<file path="config.mk">
export PLATFORM = sky130hd
export DESIGN_NAME = firmware_image_receiver_top
export DESIGN_NICKNAME = d
export VERILOG_FILES = /design/src/hdl/fir_pkg.sv /design/src/hdl/fir_in_stage.sv /design/src/hdl/fir_core.sv /design/src/hdl/fir_out_stage.sv /design/src/hdl/firmware_image_receiver_top.sv
export SDC_FILE = /design/constraint.sdc
export NUM_CORES = 1
export LEC_CHECK = 0
export BUFFER_PORTS_ARGS = -buffer_cell sky130_fd_sc_hd__buf_2
export CAP_MARGIN = 30
export CORE_UTILIZATION = 40
export DETAILED_ROUTE_END_ITERATION = 12
export HOLD_SLACK_MARGIN = 0.03
export PLACE_DENSITY = 0.57
export SLEW_MARGIN = 30
export SYNTH_ARGS = -nofsm -noshare
export SYNTH_HDL_FRONTEND = slang
export SYNTH_SLANG_ARGS = --single-unit
</file>
<file path="constraint.sdc">
create_clock -name clk -period 4.4 [get_ports clk]
set_input_delay 0 -clock clk [delete_from_list [all_inputs] [get_ports clk]]
set_output_delay 0 -clock clk [all_outputs]
set_load 0.02 [all_outputs]
</file>
<file path="src/hdl/fir_pkg.sv">
// Package for the firmware image receiver: item and result types, phase and
// error codes, register indexes and reset values. No dependencies.
package fir_pkg;

  localparam int unsigned HdrBytes = 4;
  localparam logic [31:0] MaxSizeReset = 32'd262144;
  localparam logic [15:0] TimeoutReset = 16'd5000;
  localparam logic [2:0] HdrCountSat = 3'd5;

  typedef enum logic [1:0] {
    PH_IDLE  = 2'd0,
    PH_PROG  = 2'd1,
    PH_READY = 2'd2
  } phase_t;

  typedef enum logic [1:0] {
    ERR_NONE  = 2'd0,
    ERR_INDEX = 2'd1,
    ERR_SIZE  = 2'd2,
    ERR_LARGE = 2'd3
  } err_t;

  typedef enum logic {
    CFG_MAX_SIZE = 1'b0,
    CFG_TIMEOUT  = 1'b1
  } cfg_idx_t;

  typedef enum logic {
    MODE_BYTE = 1'b0,
    MODE_TICK = 1'b1
  } mode_t;

  typedef struct packed {
    mode_t      mode;
    logic [7:0] packet_index;
    logic [7:0] data_byte;
    logic       first_of_packet;
    logic       last_of_packet;
  } item_t;

  typedef struct packed {
    logic        write_strobe;
    logic [7:0]  write_byte;
    logic        open_strobe;
    logic [31:0] open_size;
    logic        close_strobe;
    logic        clear_strobe;
    logic        packet_done;
    err_t        error_code;
    phase_t      phase_now;
    logic        still_active;
  } result_t;

endpackage

</file>
<file path="src/hdl/fir_in_stage.sv">
// Input register of the firmware image receiver.
// Depends on fir_pkg.
module fir_in_stage (
  input  logic           clk,
  input  logic           rst_n,
  input  logic           in_tvalid,
  output logic           in_tready,
  input  fir_pkg::item_t in_item,
  input  logic           advance,   // downstream takes the held item this cycle
  output logic           item_valid,
  output fir_pkg::item_t item
);
  import fir_pkg::*;

  logic  valid_r;
  item_t item_r;

  assign in_tready  = !valid_r || advance;
  assign item_valid = valid_r;
  assign item       = item_r;

  always_ff @(posedge clk) begin
    if (!rst_n) begin
      valid_r <= 1'b0;
    end else if (in_tready) begin
      valid_r <= in_tvalid;
    end
  end

  always_ff @(posedge clk) begin
    if (in_tvalid && in_tready) begin
      item_r <= in_item;
    end
  end

endmodule

</file>
<file path="src/hdl/fir_core.sv">
// Transfer state and per-item decision logic of the firmware image receiver:
// header parse, index check, byte countdown and tick timeout. Depends on fir_pkg.
module fir_core (
  input  logic             clk,
  input  logic             rst_n,
  input  logic             cfg_we,
  input  fir_pkg::cfg_idx_t cfg_index,
  input  logic [31:0]      cfg_wdata,
  input  logic             go,        // held item is processed this cycle
  input  fir_pkg::item_t   item,
  output fir_pkg::result_t res
);
  import fir_pkg::*;

  logic [31:0] max_size_r;
  logic [15:0] timeout_r;

  phase_t      phase_r, phase_nxt;
  logic [7:0]  exp_idx_r, exp_idx_nxt;
  logic [31:0] bytes_left_r, bytes_left_nxt;
  logic [31:0] hdr_shift_r, hdr_shift_nxt;
  logic [2:0]  hdr_count_r, hdr_count_nxt;
  err_t        fault_r, fault_nxt;
  logic [15:0] idle_ticks_r, idle_ticks_nxt;

  always_ff @(posedge clk) begin
    if (!rst_n) begin
      max_size_r <= MaxSizeReset;
      timeout_r  <= TimeoutReset;
    end else if (cfg_we) begin
      case (cfg_index)
        CFG_MAX_SIZE: max_size_r <= cfg_wdata;
        CFG_TIMEOUT:  timeout_r  <= cfg_wdata[15:0];
        default: ;
      endcase
    end
  end

  always_comb begin
    logic [15:0] ticks;
    logic [31:0] hs_b;
    logic [2:0]  hc_b;
    err_t        pf_b;

    res            = '0;
    phase_nxt      = phase_r;
    exp_idx_nxt    = exp_idx_r;
    bytes_left_nxt = bytes_left_r;
    hdr_shift_nxt  = hdr_shift_r;
    hdr_count_nxt  = hdr_count_r;
    fault_nxt      = fault_r;
    idle_ticks_nxt = idle_ticks_r;
    ticks          = idle_ticks_r;

    // first mark restarts the per-packet accumulators
    hs_b = item.first_of_packet ? 32'd0 : hdr_shift_r;
    hc_b = item.first_of_packet ? 3'd0 : hdr_count_r;
    pf_b = item.first_of_packet ? ERR_NONE : fault_r;

    if (item.mode == MODE_TICK) begin
      if (phase_r == PH_PROG) begin
        ticks = (idle_ticks_r != 16'hFFFF) ? idle_ticks_r + 16'd1 : idle_ticks_r;
        idle_ticks_nxt = ticks;
        if (ticks >= timeout_r) begin
          res.close_strobe = 1'b1;
          res.clear_strobe = 1'b1;
          phase_nxt        = PH_IDLE;
          hdr_shift_nxt    = '0;
          hdr_count_nxt    = '0;
          fault_nxt        = ERR_NONE;
        end else begin
          res.still_active = 1'b1;
        end
      end
    end else begin
      idle_ticks_nxt = '0;
      hdr_shift_nxt  = hs_b;
      hdr_count_nxt  = hc_b;
      fault_nxt      = pf_b;
      case (phase_r)
        PH_IDLE: begin
          if (item.packet_index != 8'd0) fault_nxt = ERR_INDEX;
          hdr_shift_nxt = {hs_b[23:0], item.data_byte};
          hdr_count_nxt = (hc_b < HdrCountSat) ? hc_b + 3'd1 : hc_b;
          if (item.last_of_packet) begin
            res.packet_done = 1'b1;
            if (fault_nxt == ERR_INDEX) begin
              res.error_code = ERR_INDEX;
            end else if (hdr_count_nxt != 3'(HdrBytes)) begin
              res.error_code = ERR_SIZE;
            end else if (hdr_shift_nxt > max_size_r) begin
              res.error_code = ERR_LARGE;
            end else begin
              res.open_strobe = 1'b1;
              res.open_size   = hdr_shift_nxt;
              bytes_left_nxt  = hdr_shift_nxt;
              exp_idx_nxt     = 8'd1;
              phase_nxt       = PH_PROG;
            end
          end
        end
        PH_PROG: begin
          if (item.packet_index != exp_idx_r) fault_nxt = ERR_INDEX;
          if (fault_nxt == ERR_NONE) begin
            if (bytes_left_r != 32'd0) begin
              res.write_strobe = 1'b1;
              res.write_byte   = item.data_byte;
              bytes_left_nxt   = bytes_left_r - 32'd1;
            end else begin
              fault_nxt = ERR_SIZE;
            end
          end
          if (item.last_of_packet) begin
            res.packet_done = 1'b1;
            if (fault_nxt != ERR_NONE) begin
              res.error_code   = fault_nxt;
              res.close_strobe = 1'b1;
              res.clear_strobe = 1'b1;
              phase_nxt        = PH_IDLE;
            end else if (bytes_left_nxt != 32'd0) begin
              exp_idx_nxt = item.packet_index + 8'd1;
            end else begin
              res.close_strobe = 1'b1;
              phase_nxt        = PH_READY;
            end
          end
        end
        default: begin
          // ready: the packet's last byte drops the finished image
          if (item.last_of_packet) begin
            res.packet_done  = 1'b1;
            res.error_code   = ERR_INDEX;
            res.clear_strobe = 1'b1;
            phase_nxt        = PH_IDLE;
          end
        end
      endcase
      if (item.last_of_packet) begin
        hdr_shift_nxt = '0;
        hdr_count_nxt = '0;
        fault_nxt     = ERR_NONE;
      end
    end
    res.phase_now = phase_nxt;
  end

  always_ff @(posedge clk) begin
    if (!rst_n) begin
      phase_r      <= PH_IDLE;
      exp_idx_r    <= '0;
      bytes_left_r <= '0;
      hdr_shift_r  <= '0;
      hdr_count_r  <= '0;
      fault_r      <= ERR_NONE;
      idle_ticks_r <= '0;
    end else if (go) begin
      phase_r      <= phase_nxt;
      exp_idx_r    <= exp_idx_nxt;
      bytes_left_r <= bytes_left_nxt;
      hdr_shift_r  <= hdr_shift_nxt;
      hdr_count_r  <= hdr_count_nxt;
      fault_r      <= fault_nxt;
      idle_ticks_r <= idle_ticks_nxt;
    end
  end

  a_open_enters_prog: assert property (@(posedge clk) disable iff (!rst_n)
    go && res.open_strobe |=> phase_r == PH_PROG && exp_idx_r == 8'd1)
    else $error("open did not start a transfer");

  a_write_counts_down: assert property (@(posedge clk) disable iff (!rst_n)
    go && res.write_strobe |=> bytes_left_r == $past(bytes_left_r) - 32'd1)
    else $error("write did not consume one byte of the size");

  a_write_only_in_prog: assert property (@(posedge clk) disable iff (!rst_n)
    go && res.write_strobe |-> phase_r == PH_PROG && item.mode == MODE_BYTE)
    else $error("write outside a transfer");

  a_hdr_count_sat: assert property (@(posedge clk) disable iff (!rst_n)
    hdr_count_r <= HdrCountSat)
    else $error("header count past saturation");

endmodule

</file>
<file path="src/hdl/fir_out_stage.sv">
// Result register of the firmware image receiver, with the output handshake.
// Depends on fir_pkg.
module fir_out_stage (
  input  logic             clk,
  input  logic             rst_n,
  input  logic             item_valid,
  input  fir_pkg::result_t res,
  output logic             advance,
  output logic             out_tvalid,
  input  logic             out_tready,
  output fir_pkg::result_t out_res
);
  import fir_pkg::*;

  logic    valid_r;
  result_t res_r;

  // result slot frees up when empty or when it is taken this cycle
  assign advance    = !valid_r || out_tready;
  assign out_tvalid = valid_r;
  assign out_res    = res_r;

  always_ff @(posedge clk) begin
    if (!rst_n) begin
      valid_r <= 1'b0;
    end else if (advance) begin
      valid_r <= item_valid;
    end
  end

  always_ff @(posedge clk) begin
    if (advance && item_valid) begin
      res_r <= res;
    end
  end

endmodule

</file>
<file path="src/hdl/firmware_image_receiver_top.sv">
// Firmware image receiver. Takes one item per cycle (a packet byte or a tick)
// while out_tready holds, and returns exactly one result item per input item,
// held in the input register, then the result register; fir_core updates the
// transfer state for each item as it is processed, so no item waits on another.
// Depends on fir_pkg, fir_in_stage, fir_core, fir_out_stage.
module firmware_image_receiver_top (
  input  logic        clk,
  input  logic        rst_n,
  input  logic        cfg_we,
  input  logic        cfg_index,   // 0 max_image_size, 1 timeout_ticks
  input  logic [31:0] cfg_wdata,
  input  logic        in_tvalid,
  output logic        in_tready,
  input  logic [15:0] in_tdata,    // packet_index [7:0], data_byte [15:8]
  input  logic [1:0]  in_tuser,    // mode [0], first_of_packet [1]
  input  logic        in_tlast,    // last_of_packet
  output logic        out_tvalid,
  input  logic        out_tready,
  // write_strobe [0], write_byte [8:1], open_strobe [9], open_size [41:10],
  // close_strobe [42], clear_strobe [43], packet_done [44], error_code [46:45],
  // phase_now [48:47], still_active [49], zero [55:50]
  output logic [55:0] out_tdata
);
  import fir_pkg::*;

  item_t   in_item, item;
  result_t res, out_res;
  logic    item_valid, advance, go;

  assign in_item.mode            = mode_t'(in_tuser[0]);
  assign in_item.packet_index    = in_tdata[7:0];
  assign in_item.data_byte       = in_tdata[15:8];
  assign in_item.first_of_packet = in_tuser[1];
  assign in_item.last_of_packet  = in_tlast;

  assign go = item_valid && advance;

  fir_in_stage u_in (
    .clk        (clk),
    .rst_n      (rst_n),
    .in_tvalid  (in_tvalid),
    .in_tready  (in_tready),
    .in_item    (in_item),
    .advance    (advance),
    .item_valid (item_valid),
    .item       (item)
  );

  fir_core u_core (
    .clk       (clk),
    .rst_n     (rst_n),
    .cfg_we    (cfg_we),
    .cfg_index (cfg_idx_t'(cfg_index)),
    .cfg_wdata (cfg_wdata),
    .go        (go),
    .item      (item),
    .res       (res)
  );

  fir_out_stage u_out (
    .clk        (clk),
    .rst_n      (rst_n),
    .item_valid (item_valid),
    .res        (res),
    .advance    (advance),
    .out_tvalid (out_tvalid),
    .out_tready (out_tready),
    .out_res    (out_res)
  );

  assign out_tdata = {6'd0,
                      out_res.still_active,
                      out_res.phase_now,
                      out_res.error_code,
                      out_res.packet_done,
                      out_res.clear_strobe,
                      out_res.close_strobe,
                      out_res.open_size,
                      out_res.open_strobe,
                      out_res.write_byte,
                      out_res.write_strobe};

endmodule
</file>
==> impl_results.md, run 1 <==
* Status: completed
* Synth Area in XOR/XNOR at 2.57%
* Overflow after GRT at 0
* Via Count at 10184
* Tcrit/Tclk final at 91.8%
* Crit Path Class: reg -> reg
* Die area at 29700 um2
* Crit-path max FO at 14
* Via density at 5.33
* Cts bufs inserted at 24
* Residual DRC at 0
* Slew @ Worst Pin at 0.926 ns
* Post-synthesis mux area share at 0.313%
* Post-synth cell types at 76
* Adder-cell area share of the yosys netlist at 5.82%
* Peak Freq at 0.248 GHz
* Worst hold-check path type: in -> reg
* CTS tree: yes
* Core area at 28200 um2
* Leak at 5.44 nW
* Clock Skew at 0.0178 ns
* Pre-CTS WS at 0.244 ns
* Final Critical Period at 4.04 ns
* Netlist Area Pre-Place at 11600 um2
* N_diodes at 0
* Worst-path clk slew at 0.06 ns
* Sequential share of the synthesized area at 41.5%
* Max-slew violations at 0
* CTS sink count at 206
* Max-cap viol count at 0
* Setup ws final at 0.362 ns
* Initial antenna violation count at 0
* Top-area cell type share of the netlist area at 23.6%
* Finished Cell Area at 13900 um2
* Gr usage total at 22.8%
* Initial core utilization at 41.2%
* Setup TNS at 0 ns
* Critical Path AT at 4.46 ns
* Routed Antenna Nets at 0
* Synth Area in Simple Gates at 24.7%
* Die height at 172 um
* H-tree levels at 1
* Post-DP HPWL at 23.1 mm
* Avg Cell Area, Syn at 8.40 um2
* Synth Register Bits at 206
* Mapped Cells at 1381
* Row cnt at 61
* Count leader, synth: nand2_1
* Post-layout util at 49.3%
* Final net count at 1626
* Share of layout cells above drive strength 1 at 13.8%
* IO Port Bufs at 108
* Slew margin rel. at 38.0%
* Critical Path Sink Type: flip-flop
* Pre-Repair DR Iteration Count at 5
* EDFF count, synth at 69
* Synth area leaders: dfxtp_1 (24%), edfxtp_1 (18%), ha_1 (5.8%)
* Cell count after placement at 1812
* Global placer's final weighted congestion at 0.898
* WP data required at 4.82 ns
* Top cells by count, synth: nand2_1 (160), dfxtp_1 (137), nor2_1 (112)
* Worst vdd ir at 0.243 mV
* Warnings from Yosys at 0
* Avg WL per Cell at 17.6 um
* I/O pin count at 115
* Longest Clk Path Bufs at 3
* Layout area overhead at 19.7%
* DR iter-0 viols at 735
* Async SR Flop Fraction at 0%
* Chip width at 172 um
* Pin count of the biggest net entering global routing at 89
* Final setup fails at 0
* Clk Latency, worst-skew pair at 0.52 ns
* Fin cells at 1910
* Final Hold Viols at 0
* Cell taking the most area after synthesis: dfxtp_1
* Filler cell count at 2691
* Vias in the first global route at 9499
* Startpoint Class: flip-flop
* Placed cell area at 12600 um2
* First-pass GRT wire length at 52.9 mm
* Largest family of logic cells by synthesized area: simple AND/OR/NAND/NOR gates
* Compound-Gate Fraction of Synth Area at 18.2%
* RSZ-0062 raised after global routing: no
* Root buf cell: clkbuf_16
* Top_reg_cell synth: dfxtp_1
* Total routed wirelength at 33.7 mm
* Pwr Density at 324 nW/um2
[worst max-delay path: stages, from the launching register on]
cell,delay [ns]
edfxtp_1,0.67
buf_6,0.24
nand2b_1,0.17
inv_1,0.10
ha_1,0.30
nand4_1,0.19
nor4_1,0.34
buf_4,0.19
nand2_1,0.05
a22oi_1,0.42
and2_1,0.23
nand3_1,0.13
or3_1,0.46
o311ai_4,0.16
a2bb2o_4,0.24
[area by class of cell]
| type | instances | area, um2 | share of cell area, % |
|---|---|---|---|
| multi-input cells | 979 | 6030 | 43.4 |
| flip-flops and latches | 206 | 4810 | 34.7 |
| repair buffers | 199 | 1400 | 10.1 |
| clock buffers | 38 | 724 | 5.22 |
| well taps | 378 | 473 | 3.40 |
| inverters | 105 | 394 | 2.84 |
| clock inverters | 5 | 53.8 | 0.387 |
[state kept, by name (all words and copies together) (netlist names)]
signal and flops:
u_core.bytes_left_r 32, u_core.timeout_r 16, u_out.out_res 50, u_out.out_tvalid 1, u_core.max_size_r 32, u_core.phase_r 2
u_core.hdr_count_r 3, u_core.idle_ticks_r 16, u_in.item 19, u_core.fault_r 2, u_core.hdr_shift_r 24, u_in.item_valid 1
u_core.exp_idx_r 8
[power by group]
part,internal (W),total [W],switching (W),leakage [nW]
clock,0.00118,0.00198,0.000796,0.373
sequential,0.00202,0.00206,0.0000405,1.77
combinational,0.000179,0.000463,0.000284,3.30
total,0.00338,0.00450,0.00112,5.44
[kinds of logic after synthesis]
logic type,Yosys count
flops,206
simple gates,559
fa+ha+maj,54
buf+inv,201
mux,3
xor+xnor,34
other cells,1
compound gates,323
[stage by stage]
step           hold slack, ns  total power [W]
4_1_cts                0.0868          0.00454
5_1_grt                 0.117          0.00467
3_5_place_dp            0.178          0.00253
6_report               0.0862          0.00450
3_3_place_gp            0.178          0.00252
2_1_floorplan          0.0989          0.00237
[repair_timing]
action                                  4_1_cts  5_1_grt
buffers inserted                              0        1
endpoints found under the hold margin        69        0
resized for setup                             0        0
endpoints found under the setup margin        0       12
hold buffers                                 54        0
[per-layer routing]
metal	part of all wire (%)	vias up	global-route usage, %
li1	-	5106	-
met1	46	4762	31.2
met2	46	268	37.6
met3	4.9	48	3.16
met4	2.6	0	6.16
met5	0	-	0
[path summary, 6_finish.rpt]
kind / start / endpoint / slack [ns] / cells after the start
max: u_in.item[1] / u_core.exp_idx_r[1] / 0.36 / 14
min: cfg_index / u_core.max_size_r[8] / 0.09 / 5
max reg2reg: u_in.item[1] / u_core.exp_idx_r[1] / 0.36 / 14
min reg2reg: u_core.max_size_r[10] / u_core.max_size_r[10] / 0.46 / 2
[placed cells by master, fill, tap and decap left out, types with 36 or more instances in the layout]
| master | instances |
|---|---|
| a21oi_1 | 88 |
| inv_1 | 104 |
| dlygate4sd3_1 | 54 |
| ha_1 | 54 |
| buf_2 | 107 |
| dfxtp_1 | 137 |
| nor2_1 | 110 |
| nor2b_1 | 54 |
| o21ai_0 | 70 |
| nand2b_1 | 36 |
| edfxtp_1 | 69 |
| nand2_1 | 160 |
| a21boi_0 | 59 |
(Power assumes the default switching activity.)
==> inputs of run 2 (changes only) <==
--- a/config.mk
+++ b/config.mk
@@ -7,10 +7,10 @@
 export LEC_CHECK = 0
 export BUFFER_PORTS_ARGS = -buffer_cell sky130_fd_sc_hd__buf_2
 export CAP_MARGIN = 30
-export CORE_UTILIZATION = 40
+export CORE_UTILIZATION = 60
 export DETAILED_ROUTE_END_ITERATION = 12
 export HOLD_SLACK_MARGIN = 0.03
-export PLACE_DENSITY = 0.57
+export PLACE_DENSITY = 0.8
 export SLEW_MARGIN = 30
 export SYNTH_ARGS = -nofsm -noshare
 export SYNTH_HDL_FRONTEND = slang
==> constraint.sdc (replaced) <==
create_clock -name clk -period 4.4 [get_ports clk]
set_input_delay 0 -clock clk [delete_from_list [all_inputs] [get_ports clk]]
set_output_delay 0 -clock clk [all_outputs]
set_load 0.1 [all_outputs]
==> impl_results.md, run 2 (synthesis results as in run 1) <==
* Max reg flops at 50
* Status: completed
* Max-cap viol count at 0
* Die height at 141 um
* Commonest non-fill, non-tap cells in the layout: nand2_1 (160), dfxtp_1 (137), nor2_1 (110)
* Cell count after placement at 1691
* Hold_sp: rst_n
* Fin cells at 1788
* Overflow after GRT at 0
* Clk Latency, worst-skew pair at 0.52 ns
* Routed Antenna Nets at 0
* Avg WL per Cell at 18.6 um
* Worst-path clk slew at 0.06 ns
* R2R Path End: u_core.fault_r[0]
* Multi-input logic area at 6030 um2
* Tcrit/Tclk final at 92.6%
* Gr usage total at 33.7%
* Finished Cell Area at 13600 um2
* Vias in the first global route at 10491
* Slew margin rel. at 41.7%
* Worst vdd ir at 0.331 mV
* Critical Path AT at 4.50 ns
* Post-DP HPWL at 22.1 mm
* Slowest-stage cell, CP: or3_4
* Clock Skew at 0.0134 ns
* CTS sink count at 206
* RSZ-0062 raised after global routing: no
* Max-slew violations at 0
* Setup crit start: u_core.idle_ticks_r[3]
* DR iter-0 viols at 845
* Register area at 4810 um2
* Setup TNS at 0 ns
* CP dominant cell by count: o21ai_0
* CTS tree: yes
* Residual DRC at 0
* Pin count of the biggest net entering global routing at 74
* Peak Freq at 0.246 GHz
* Initial antenna violation count at 0
* Final net count at 1622
* First-pass GRT wire length at 53.3 mm
* Via density at 6.02
* Cts bufs inserted at 23
* Final Critical Period at 4.07 ns
* Slew @ Worst Pin at 0.875 ns
* Placed cell area at 12400 um2
* Chip width at 141 um
* Leak at 5.40 nW
* Worst hold-check path type: in -> reg
* Via Count at 10763
* Layout area overhead at 17.5%
* Filler cell count at 1357
* Global placer's final weighted congestion at 0.971
* Row cnt at 50
* H-tree levels at 1
* N_diodes at 0
* Buffers inserted by post-CTS timing repair at 0
* R2r worst-path depth at 17
* Die area at 19900 um2
* Crit-path max FO at 11
* I/O pin count at 115
* WP data required at 4.82 ns
* Most common cell after layout, fill and taps aside: nand2_1
* Critical Path Sink Type: flip-flop
* Root buf cell: clkbuf_16
* Pre-Repair DR Iteration Count at 7
* IO Port Bufs at 108
* R2R Setup Slk at 0.33 ns
* Core area at 18800 um2
* Initial core utilization at 61.6%
* Critical-path cell list: and3_1, and2_1, nand4_1, or3_4, nor2b_2, nand3_1, xnor2_1, ha_1, a2111o_1, a31oi_1, o21ai_0, a41o_1, nand2_1, a21o_1, buf_4, o21ai_0, a21boi_0
* CP max stage delay at 0.48 ns
* Share of layout cells above drive strength 1 at 13.5%
* Crit Path Class: reg -> reg
* Worst r2r src: u_core.idle_ticks_r[3]
* Final setup fails at 0
* Final Hold Viols at 0
* Longest Clk Path Bufs at 3
* Pwr Density at 331 nW/um2
* Total routed wirelength at 33.3 mm
* Hold Slack at 0.0560 ns
* Startpoint Class: flip-flop
* Setup crit end: u_core.fault_r[0]
-- run 2: changes by cell type in the layout (fill, tap and decap cells not counted), moves of 2 or more --
cell / delta
clkinv_1: +2
clkinvlp_4: -2
clkinv_2: +2
buf_12: -2
-- run 2: where the power goes --
part | switching (W) | leakage, nW | internal [W] | total [W]
Combinational | 0.000419 | 3.27 | 0.000181 | 0.000600
Clock | 0.000778 | 0.354 | 0.00107 | 0.00184
Sequential | 0.0000421 | 1.77 | 0.00202 | 0.00206
-- run 2: layer usage --
layer | wire length [um] | up-vias | global-route usage (%)
li1 | - | 5102 | -
met1 | 13400 | 5015 | 42.8
met2 | 15700 | 513 | 56.4
met3 | 2490 | 133 | 5.03
met4 | 1640 | 0 | 16.0
met5 | 0 | - | 0
-- run 2: worst min path at each step --
stage,to,slack [ns],cells past startpoint
6_report,u_core.max_size_r[18],0.06,2
5_1_grt,u_core.max_size_r[18],0.06,2
4_1_cts,u_core.max_size_r[18],0.04,2
3_5_place_dp,u_in.item[5],0.18,1
3_3_place_gp,u_in.item[13],0.18,1
2_1_floorplan,u_in.item[0],0.1,0
-- run 2: metrics by stage --
step | total power [W] | setup WS, ns | utilization [%]
after detailed placement | 0.00265 | 0.384 | 65.7
after global placement | 0.00264 | 0.517 | 65.6
after floorplan | 0.00250 | 0.603 | -
after global routing | 0.00463 | 0.117 | 72.4
final | 0.00451 | 0.327 | 72.4
after CTS | 0.00448 | 0.278 | 72.4
-- run 2: repair_timing --
item / in CTS / in global routing
hold endpoints to repair: 69 / 0
hold buffers: 55 / 0
endpoints found under the setup margin: 0 / 14
gates resized for setup: 0 / 2
-- run 2: final cells by class --
cell class | count | area share, %
clock buffers | 35 | 5.00
clock inverters | 7 | 0.257
inverters | 105 | 2.89
multi-input cells | 979 | 44.2
flip-flops and latches | 206 | 35.3
well taps | 260 | 2.39
repair buffers | 196 | 9.93
-- run 2: critical path, delay by kind of cell (launching register included) --
| kind | cells | cell delay (ns) |
|---|---|---|
| compound gates | 7 | 1.45 |
| xor+xnor | 1 | 0.16 |
| fa+ha+maj | 1 | 0.31 |
| buf+inv | 1 | 0.19 |
| flops | 1 | 0.43 |
| simple gates | 7 | 1.42 |
